===== src/hw/rtl/assert_macros.svh =====
// Assertion macros used by the sequencer top level.
// Needs clk and arst_n in the scope where a macro is used.
`ifndef ASSERT_MACROS_SVH
`define ASSERT_MACROS_SVH
`ifndef SYNTH
`define ASSERT_CLK(label, prop) \
	label: assert property (@(posedge clk) disable iff (!arst_n) prop) \
		else $error("assertion failed");
`define ASSERT_NEVER(label, expr) \
	label: assert property (@(posedge clk) disable iff (!arst_n) !(expr)) \
		else $error("forbidden condition seen");
`else
`define ASSERT_CLK(label, prop)
`define ASSERT_NEVER(label, expr)
`endif
`endif


===== src/hw/rtl/ncs_pkg.sv =====
// Types, codes and bus constants of the NAND flash command sequencer.
// No dependencies.
`timescale 1ns / 1ps
package ncs_pkg;

	localparam int PAGE_BYTES_DEF = 512;

	localparam logic [2:0] OPC_PROG  = 3'd0;
	localparam logic [2:0] OPC_READ  = 3'd1;
	localparam logic [2:0] OPC_ERASE = 3'd2;
	localparam logic [2:0] OPC_ID    = 3'd3;
	localparam logic [2:0] OPC_STEP  = 3'd4;

	localparam logic [7:0] CMD_PROG     = 8'h80;
	localparam logic [7:0] CMD_PROG_GO  = 8'h10;
	localparam logic [7:0] CMD_READ     = 8'h00;
	localparam logic [7:0] CMD_ERASE    = 8'h60;
	localparam logic [7:0] CMD_ERASE_GO = 8'hD0;
	localparam logic [7:0] CMD_STATUS   = 8'h70;
	localparam logic [7:0] CMD_ID       = 8'h90;
	localparam logic [7:0] BYTE_PAD     = 8'hFF;
	localparam logic [7:0] BYTE_ZERO    = 8'h00;

	localparam logic [2:0] K_IDLE  = 3'd0;
	localparam logic [2:0] K_CMD   = 3'd1;
	localparam logic [2:0] K_ADDR  = 3'd2;
	localparam logic [2:0] K_WRITE = 3'd3;
	localparam logic [2:0] K_READ  = 3'd4;
	localparam logic [2:0] K_WAIT  = 3'd5;

	typedef enum logic [2:0] {
		PH_IDLE,
		PH_CMD,
		PH_ADDR,
		PH_DATA,
		PH_FINAL,
		PH_WAIT,
		PH_STATUS
	} phase_t;

	typedef enum logic [1:0] {
		OP_PROG,
		OP_READ,
		OP_ERASE,
		OP_ID
	} oper_t;

	typedef struct packed {
		logic [2:0]  opcode;
		logic [15:0] page;
		logic [9:0]  data_length;
		logic [7:0]  write_data;
		logic [7:0]  bus_data;
		logic        ready_req;
	} in_item_t;

	typedef struct packed {
		logic [2:0] cycle_kind;
		logic [7:0] bus_byte;
		logic       done_res;
		logic       erase_error;
	} out_item_t;

endpackage


===== src/hw/rtl/ncs_stream_if.sv =====
// Valid/ready channel carrying one word of a packed payload type.
// Payload types come from ncs_pkg.
`timescale 1ns / 1ps
interface ncs_stream_if #(
	parameter type payload_t = logic
);
	logic     valid;
	logic     ready;
	payload_t data;

	modport source (output valid, output data, input ready);
	modport sink   (input valid, input data, output ready);
endinterface


===== src/hw/rtl/ncs_in_stage.sv =====
// Input register of the sequencer: holds one accepted command word.
// Depends on ncs_pkg and ncs_stream_if.
`timescale 1ns / 1ps
module ncs_in_stage (
	input  logic             clk,
	input  logic             arst_n,
	ncs_stream_if.sink       cmd,
	input  logic             advance,
	output logic             valid_s1,
	output ncs_pkg::in_item_t item_s1
);
	import ncs_pkg::*;

	assign cmd.ready = !valid_s1 || advance;

	always_ff @(posedge clk or negedge arst_n) begin
		if (!arst_n) begin
			valid_s1 <= 1'b0;
		end else if (cmd.ready) begin
			valid_s1 <= cmd.valid;
		end
	end

	always_ff @(posedge clk) begin
		if (cmd.ready && cmd.valid) begin
			item_s1 <= cmd.data;
		end
	end
endmodule


===== src/hw/rtl/ncs_seq.sv =====
// Sequencer state and bus cycle decode for one command word.
// Depends on ncs_pkg.
`timescale 1ns / 1ps
module ncs_seq #(
	parameter int PAGE_BYTES = ncs_pkg::PAGE_BYTES_DEF
) (
	input  logic               clk,
	input  logic               arst_n,
	input  logic               fire,
	input  ncs_pkg::in_item_t  item,
	output ncs_pkg::out_item_t result
);
	import ncs_pkg::*;

	localparam int CNT_W = $clog2(PAGE_BYTES + 1);
	localparam logic [CNT_W-1:0] CNT_PAGE = CNT_W'(PAGE_BYTES);
	localparam logic [CNT_W-1:0] CNT_ONE  = CNT_W'(1);
	localparam logic [CNT_W-1:0] CNT_TWO  = CNT_W'(2);
	localparam logic [CNT_W-1:0] CNT_THREE = CNT_W'(3);
	localparam logic [CNT_W-1:0] CNT_FOUR = CNT_W'(4);

	phase_t            phase_q, phase_d;
	oper_t             oper_q, oper_d;
	logic [15:0]       page_q, page_d;
	logic [CNT_W-1:0]  len_q, len_d;
	logic [CNT_W-1:0]  cnt_q, cnt_d;
	logic [CNT_W-1:0]  cnt_inc;
	logic [CNT_W-1:0]  naddr;
	logic              len_over;

	assign cnt_inc  = cnt_q + CNT_ONE;
	assign len_over = 32'(item.data_length) > 32'(PAGE_BYTES);

	always_ff @(posedge clk or negedge arst_n) begin
		if (!arst_n) begin
			phase_q <= PH_IDLE;
			oper_q  <= OP_PROG;
			page_q  <= '0;
			len_q   <= '0;
			cnt_q   <= '0;
		end else if (fire) begin
			phase_q <= phase_d;
			oper_q  <= oper_d;
			page_q  <= page_d;
			len_q   <= len_d;
			cnt_q   <= cnt_d;
		end
	end

	always_comb begin
		phase_d = phase_q;
		oper_d  = oper_q;
		page_d  = page_q;
		len_d   = len_q;
		cnt_d   = cnt_q;
		result  = '{cycle_kind: K_IDLE, bus_byte: BYTE_ZERO, done_res: 1'b0,
			erase_error: 1'b0};
		naddr   = CNT_FOUR;
		if (item.opcode == OPC_PROG || item.opcode == OPC_READ ||
				item.opcode == OPC_ERASE || item.opcode == OPC_ID) begin
			oper_d  = oper_t'(item.opcode[1:0]);
			page_d  = item.page;
			len_d   = len_over ? CNT_PAGE : CNT_W'(item.data_length);
			cnt_d   = '0;
			phase_d = PH_CMD;
		end else if (item.opcode == OPC_STEP) begin
			unique case (phase_q)
				PH_IDLE: begin
				end
				PH_CMD: begin
					result.cycle_kind = K_CMD;
					unique case (oper_q)
						OP_PROG:  result.bus_byte = CMD_PROG;
						OP_READ:  result.bus_byte = CMD_READ;
						OP_ERASE: result.bus_byte = CMD_ERASE;
						OP_ID:    result.bus_byte = CMD_ID;
						default:  result.bus_byte = CMD_ID;
					endcase
					phase_d = PH_ADDR;
					cnt_d   = '0;
				end
				PH_ADDR: begin
					result.cycle_kind = K_ADDR;
					if (oper_q == OP_ERASE) begin
						naddr = CNT_THREE;
						result.bus_byte = (cnt_q == '0) ? page_q[7:0] :
							(cnt_q == CNT_ONE) ? page_q[15:8] : BYTE_ZERO;
					end else if (oper_q == OP_ID) begin
						naddr = CNT_ONE;
						result.bus_byte = BYTE_ZERO;
					end else begin
						naddr = CNT_FOUR;
						result.bus_byte = (cnt_q == CNT_ONE) ? page_q[7:0] :
							(cnt_q == CNT_TWO) ? page_q[15:8] : BYTE_ZERO;
					end
					cnt_d = cnt_inc;
					if (cnt_inc >= naddr) begin
						cnt_d   = '0;
						phase_d = (oper_q == OP_ERASE) ? PH_FINAL : PH_DATA;
					end
				end
				PH_DATA: begin
					cnt_d = cnt_inc;
					if (oper_q == OP_PROG) begin
						result.cycle_kind = K_WRITE;
						result.bus_byte = (cnt_q < len_q) ? item.write_data : BYTE_PAD;
						if (cnt_inc >= CNT_PAGE) begin
							cnt_d   = '0;
							phase_d = PH_FINAL;
						end
					end else begin
						result.cycle_kind = K_READ;
						result.bus_byte   = item.bus_data;
						if (cnt_inc >= ((oper_q == OP_ID) ? CNT_TWO : CNT_PAGE)) begin
							result.done_res = 1'b1;
							cnt_d   = '0;
							phase_d = PH_IDLE;
						end
					end
				end
				PH_FINAL: begin
					result.cycle_kind = K_CMD;
					if (oper_q == OP_ERASE) begin
						result.bus_byte = CMD_ERASE_GO;
						phase_d = PH_WAIT;
					end else begin
						result.bus_byte = CMD_PROG_GO;
						result.done_res = 1'b1;
						cnt_d   = '0;
						phase_d = PH_IDLE;
					end
				end
				PH_WAIT: begin
					if (item.ready_req) begin
						result.cycle_kind = K_CMD;
						result.bus_byte   = CMD_STATUS;
						phase_d = PH_STATUS;
					end else begin
						result.cycle_kind = K_WAIT;
					end
				end
				PH_STATUS: begin
					result.cycle_kind  = K_READ;
					result.bus_byte    = item.bus_data;
					result.done_res    = 1'b1;
					result.erase_error = item.bus_data[0];
					cnt_d   = '0;
					phase_d = PH_IDLE;
				end
				default: begin
					cnt_d   = '0;
					phase_d = PH_IDLE;
				end
			endcase
		end
	end
endmodule


===== src/hw/rtl/ncs_out_stage.sv =====
// Result register of the sequencer: holds one bus cycle word until taken.
// Depends on ncs_pkg and ncs_stream_if.
`timescale 1ns / 1ps
module ncs_out_stage (
	input  logic               clk,
	input  logic               arst_n,
	input  logic               load,
	input  ncs_pkg::out_item_t result,
	output logic               space,
	ncs_stream_if.source       rsp
);
	import ncs_pkg::*;

	logic      valid_q;
	out_item_t data_q;

	assign space     = !valid_q || rsp.ready;
	assign rsp.valid = valid_q;
	assign rsp.data  = data_q;

	always_ff @(posedge clk or negedge arst_n) begin
		if (!arst_n) begin
			valid_q <= 1'b0;
		end else if (space) begin
			valid_q <= load;
		end
	end

	always_ff @(posedge clk) begin
		if (space && load) begin
			data_q <= result;
		end
	end
endmodule


===== src/hw/rtl/nand_flash_command_sequencer.sv =====
// NAND flash command sequencer top level: input register, sequencer, result register.
// Depends on ncs_pkg, ncs_stream_if, ncs_in_stage, ncs_seq, ncs_out_stage.
//
// cmd carries one command word per handshake: a start opcode (program, read,
// erase, read-ID) with page and length, or a step with write data, sampled
// bus data and the ready/busy level. rsp returns exactly one word for each
// command word: the flash bus cycle to run (kind, byte, done, erase error),
// or an idle word for starts, stray steps and unused opcodes.
// An accepted word passes through the input register and then the result register to rsp.
// Throughput: one word per cycle while rsp does not stall; the sequencer state register updates in
// the same cycle a word moves from the input register to the result register.
// Reset clears both valid flags and puts the sequencer idle; no clearing pass.
// When rsp stalls, the result register holds, the input register fills and
// cmd.ready drops; cmd.ready rises again in the cycle rsp takes its word.
`timescale 1ns / 1ps
`include "assert_macros.svh"
module nand_flash_command_sequencer #(
	parameter int PAGE_BYTES = ncs_pkg::PAGE_BYTES_DEF
) (
	input  logic         clk,
	input  logic         arst_n,
	ncs_stream_if.sink   cmd,
	ncs_stream_if.source rsp
);
	import ncs_pkg::*;

	logic      valid_s1;
	in_item_t  item_s1;
	out_item_t result;
	logic      space;
	logic      fire;

	assign fire = valid_s1 && space;

	ncs_in_stage u_in (
		.clk      (clk),
		.arst_n   (arst_n),
		.cmd      (cmd),
		.advance  (space),
		.valid_s1 (valid_s1),
		.item_s1  (item_s1)
	);

	ncs_seq #(
		.PAGE_BYTES (PAGE_BYTES)
	) u_seq (
		.clk    (clk),
		.arst_n (arst_n),
		.fire   (fire),
		.item   (item_s1),
		.result (result)
	);

	ncs_out_stage u_out (
		.clk    (clk),
		.arst_n (arst_n),
		.load   (fire),
		.result (result),
		.space  (space),
		.rsp    (rsp)
	);

	`ASSERT_CLK(a_done_kind, rsp.valid && rsp.data.done_res |-> rsp.data.cycle_kind == K_CMD || rsp.data.cycle_kind == K_READ)
	`ASSERT_CLK(a_err_with_done, rsp.valid && rsp.data.erase_error |-> rsp.data.done_res)
	`ASSERT_CLK(a_idle_zero, rsp.valid && rsp.data.cycle_kind == K_IDLE |-> rsp.data.bus_byte == BYTE_ZERO && !rsp.data.done_res)
	`ASSERT_NEVER(a_full_stall_ready, rsp.valid && !rsp.ready && valid_s1 && cmd.ready)
endmodule


===== src/flat_wrapper.sv =====
// flat-port wrapper written by rule: the top's interface ports become plain ports
module nand_flash_command_sequencer_flat import ncs_pkg::*;
#(
	parameter int PAGE_BYTES = ncs_pkg::PAGE_BYTES_DEF
)
  (clk, arst_n, cmd_valid, cmd_data, cmd_ready, rsp_valid, rsp_data, rsp_ready);
  ncs_stream_if #(.payload_t(in_item_t)) cmd_i ();
  ncs_stream_if #(.payload_t(out_item_t)) rsp_i ();
  input  logic clk;
  input  logic arst_n;
  input wire logic [$bits(cmd_i.valid)-1:0] cmd_valid;
  input wire logic [$bits(cmd_i.data)-1:0] cmd_data;
  output wire logic [$bits(cmd_i.ready)-1:0] cmd_ready;
  output wire logic [$bits(rsp_i.valid)-1:0] rsp_valid;
  output wire logic [$bits(rsp_i.data)-1:0] rsp_data;
  input wire logic [$bits(rsp_i.ready)-1:0] rsp_ready;
  assign cmd_i.valid = cmd_valid;
  assign cmd_i.data = cmd_data;
  assign cmd_ready = cmd_i.ready;
  assign rsp_valid = rsp_i.valid;
  assign rsp_data = rsp_i.data;
  assign rsp_i.ready = rsp_ready;
  nand_flash_command_sequencer #(.PAGE_BYTES(PAGE_BYTES)) u_core (.clk(clk), .arst_n(arst_n), .cmd(cmd_i), .rsp(rsp_i));
endmodule

===== config.mk =====
export PLATFORM = sky130hd
export DESIGN_NAME = nand_flash_command_sequencer_flat
export DESIGN_NICKNAME = d
export VERILOG_FILES = /design/src/hw/rtl/ncs_pkg.sv /design/src/hw/rtl/ncs_stream_if.sv /design/src/hw/rtl/ncs_in_stage.sv /design/src/hw/rtl/ncs_seq.sv /design/src/hw/rtl/ncs_out_stage.sv /design/src/hw/rtl/nand_flash_command_sequencer.sv /design/src/flat_wrapper.sv
export VERILOG_INCLUDE_DIRS = /design/src /design/src/hw/rtl
export SDC_FILE = /design/constraint.sdc
export NUM_CORES = 1
export LEC_CHECK = 0
export BUFFER_PORTS_ARGS = -buffer_cell sky130_fd_sc_hd__buf_2
export CORE_UTILIZATION = 50
export DETAILED_ROUTE_END_ITERATION = 16
export PLACE_DENSITY = 0.7
export SETUP_SLACK_MARGIN = 0.2
export SYNTH_ARGS = -nofsm -noshare
export SYNTH_HDL_FRONTEND = slang
export SYNTH_SLANG_ARGS = --single-unit

===== constraint.sdc =====
create_clock -name clk -period 3.45 [get_ports clk]
set_input_delay 0 -clock clk [delete_from_list [all_inputs] [get_ports clk]]
set_output_delay 0 -clock clk [all_outputs]
set_load 0.01 [all_outputs]

==> key figures <==
Global route
  • GRT Total Usage: 24.94%
  • Vias in the first global route: approximately 4000
  • Largest net degree at the start of global routing: 47
  • Overflow after GRT: 0
  • Antenna violations before repair: 0
  • First-pass GRT wire length: just under 20000 um

Min path
  • Worst hold path type: in -> async

Setup path
  • Capturing element type of the critical path: flop
  • CP max stage delay: about 570 ps
  • Startpoint types: flop
  • Critical Path AT: approximately 3300 ps
  • Worst endpoint required time: approximately 3700 ps
  • CP delay by family, top: simple AND/OR/NAND/NOR gates
  • Crit Path Class: reg -> reg
  • CP dominant cell by count: nand4_1
  • WP buf/inv: 0
  • CP max-delay cell: dfrtp_1
  • Critical path, cell by cell: nand4_1 > or4_1 > nand2_1 > ha_1 > nand3_1 > nor2_1 > nand4_1 > o21a_1 > a21o_4 > o21ai_2 > mux2_4
  • Crit Path Max Fanout: 14

Routing
  • Via-per-instance ratio: between 5 and 6
  • Top Layer Used: met4
  • Met1 wire length: roughly 5000 um
  • Routed Antenna Nets: 0
  • Vias: 4019
  • Wire length on met2: around 6000 um
  • Met3 routed WL: ~720 um
  • Violation count after the first detailed-route iteration: 304
  • Final WL: roughly 12000 um
  • DRC violation count after routing: 0
  • Drt first pass iters: 6
  • WL/cell: between 15 and 20 um

STA
  • Clock Skew: 13.45 ps
  • Unrepaired setup endpoints after global routing: false
  • Minimum clock period: ~3000 ps
  • Hold Vio Cnt, Final: 0
  • Sum Neg Setup Slack: 0 ps
  • Worst slew margin: between 20% and 30%
  • Final setup viols: 0
  • Tcrit/Tclk final: 86.64%
  • Worst Max-Slew Pin Slew: between 1000 and 1500 ps
  • Max Freq: 334.6 MHz
  • Final Max Slew Viols: 0

Clock tree
  • Post-CTS sizing: 0
  • Clock transition at the registers of the reported paths: approximately 110 ps
  • Longest Clk Path Bufs: 2
  • CTS tree: yes
  • H-tree levels: 3
  • Root Buffer: clkbuf_8
  • CTS Buf Count: 9
  • Clk sink count: slightly above 100
  • Insertion delay to the later sink of the worst-skew pair: roughly 380 ps

Synthesis
  • #FFs+latches synth: 102
  • Top_reg_cell synth: edfxtp_1
  • Post-Syn Area: around 0.0051 mm^2
  • Synth Area in Adders: between 5 and 6%
  • EDFF count, synth: 59
  • Sequential cell area fraction in the yosys report: a little under three fifths
  • Mux contribution to synthesized area: roughly 1.1%
  • Yosys cell types: between 50 and 60
  • Synthesized area per cell: around 11 um^2
  • Synth warnings: 0
  • Simple-gate area share of the yosys netlist: roughly 16%
  • Post-Syn Nets: 541
  • Mapped Cells: between 400 and 500
  • Largest family of logic cells by synthesized area: compound AO/OA/AOI/OAI gates
  • Asr flop ratio synth: 42.16%
  • Post-Synth XOR/XNOR Area: less than 1%
  • Post-synthesis compound-gate area fraction: around 16%

Layout
  • Commonest non-fill, non-tap cell in the layout: nand2_1
  • Multi-input combinational cell area: ~0.0020 mm^2
  • Register Area: 0.002848 mm^2
  • Share of cells above drive strength 1: between 15 and 20%
  • Most frequent cells in the layout: nand2_1, buf_2, edfxtp_1, dlygate4sd3_1, dfrtp_1
  • Fillers: a little over 800
  • Layout Nets: ~650
  • Area Overhead vs Synth: 21.92%
  • Antenna diodes: 0

Outcome
  • Outcome: completed

Pwr
  • Maximum VDD drop: 0.3619 mV
  • Tot Pwr: between 2 and 3 mW
  • Power Density: ~430 mW/mm^2
  • Leakage power: 2.559 nW

Job
  • Max-cap check violation count: 0

Floorplan
  • IO Count: 65
  • Die area: approximately 0.011 mm^2
  • Initial Util: 51.80%
  • Cell Rows: 36
  • Die height: 102.6 um
  • Core Region: 0.009774 mm^2
  • Chip width: 102.6 um

Placement
  • IO buf count: 64
  • Post-DP HPWL: ~8000 um
  • RePlAce Congestion: ~0.93
stage by stage:
step                hold WS [ps]  setup WS [ps]  cells  area (um^2)  util, %
floorplan                 -295.6          686.3    467         5064        -
global placement           176.7          596.8    649         5493    56.20
detailed placement         178.1          532.3    649         5493    56.20
CTS                        309.0          485.1    715         6173    63.16
global route               310.9          257.6    715         6173    63.16
finish                     315.1          461.0    715         6173    63.16
logic make-up after synthesis:
logic type / count (synthesis)
mux: 5
compound gates: 116
simple gates: 171
fa+ha+maj: 24
xor+xnor: 2
flops: 102
buf+inv: 47
layout make-up:
class                           instances  area share (%)
Sequential cell                       102           46.13
Multi-Input combinational cell        318           32.77
Timing Repair Buffer                  118           13.78
Tap cell                              133           2.696
Clock buffer                           10           2.229
Inverter                               28           1.702
Clock inverter                          6          0.6891
per-layer routing:
layer | up-vias | global-route usage [%]
met4 | 0 | 12.31
met2 | 149 | 41.28
met5 | - | 0
met1 | 1903 | 30.85
met3 | 29 | 5.695
li1 | 1938 | -
cell usage after synthesis (all sizes together) (2+ instances only):
master | count | area (um^2)
edfxtp | 59 | 1772
nand4 | 7 | 43.79
clkbuf | 11 | 42.54
nand3b | 8 | 60.06
a32o | 2 | 20.02
o31ai | 2 | 15.01
o221ai | 8 | 70.07
a211oi | 2 | 15.01
and2 | 2 | 12.51
nor4 | 4 | 37.53
a31oi | 4 | 25.02
mux2 | 2 | 26.27
o22ai | 2 | 12.51
nand3 | 13 | 65.06
a22oi | 16 | 120.1
and3 | 4 | 25.02
inv | 28 | 105.1
o21a | 5 | 37.54
mux2i | 3 | 30.03
buf | 8 | 48.79
dfrtp | 43 | 1076
or4 | 4 | 33.78
nor3 | 12 | 60.06
a21oi | 14 | 70.07
or2 | 6 | 37.54
nor2 | 16 | 60.06
o21ai | 37 | 188.9
nand2 | 85 | 319.1
a2111oi | 9 | 78.83
a21o | 3 | 30.02
o211ai | 2 | 15.01
nand2b | 6 | 37.54
ha | 24 | 300.3
power breakdown:
part	internal (mW)	leakage [nW]	switching (mW)	total [mW]
Combinational	0.198	1.34	0.272	0.470
Clock	0.288	0.0964	0.436	0.724
Sequential	1.42	1.12	0.0721	1.49
registers in the layout (all words and copies together), names as in the netlist:
| signal | flops |
|---|---|
| u_core.u_in.valid_s1 | 1 |
| u_core.u_in.item_s1 | 46 |
| u_core.u_seq.oper_q | 2 |
| u_core.u_out.rsp.data | 13 |
| u_core.u_seq.len_q | 10 |
| u_core.u_seq.page_q | 16 |
| u_core.u_seq.phase_q | 3 |
| u_core.u_seq.cnt_q | 10 |
| u_core.u_out.rsp.valid | 1 |
repair_timing:
| item | 4_1_cts | 5_1_grt |
|---|---|---|
| hold buffers | 50 | 0 |
| setup buffers | 0 | 0 |
| endpoints found under the setup margin | 0 | 0 |
| endpoints found under the hold margin | 91 | 0 |
final timing paths:
path                                                        to  cells past startpoint                              start  slack, ps
hold reg to reg             u_core.u_seq.page_q[3]$_DFFE_PN0P_                      2  u_core.u_in.item_s1[30]$_DFFE_PP_        440
max in group asynchronous   u_core.u_seq.page_q[2]$_DFFE_PN0P_                      2                             arst_n       2520
setup reg to reg           u_core.u_seq.phase_q[2]$_DFFE_PN0P_                     11  u_core.u_seq.cnt_q[0]$_DFFE_PN0P_        460
min in group clk             u_core.u_in.item_s1[13]$_DFFE_PP_                      2                       cmd_data[13]        330
setup / recovery           u_core.u_seq.phase_q[2]$_DFFE_PN0P_                     11  u_core.u_seq.cnt_q[0]$_DFFE_PN0P_        460
hold / removal               u_core.u_seq.cnt_q[4]$_DFFE_PN0P_                      2                             arst_n        320
Power figures use the tool's default switching activity.
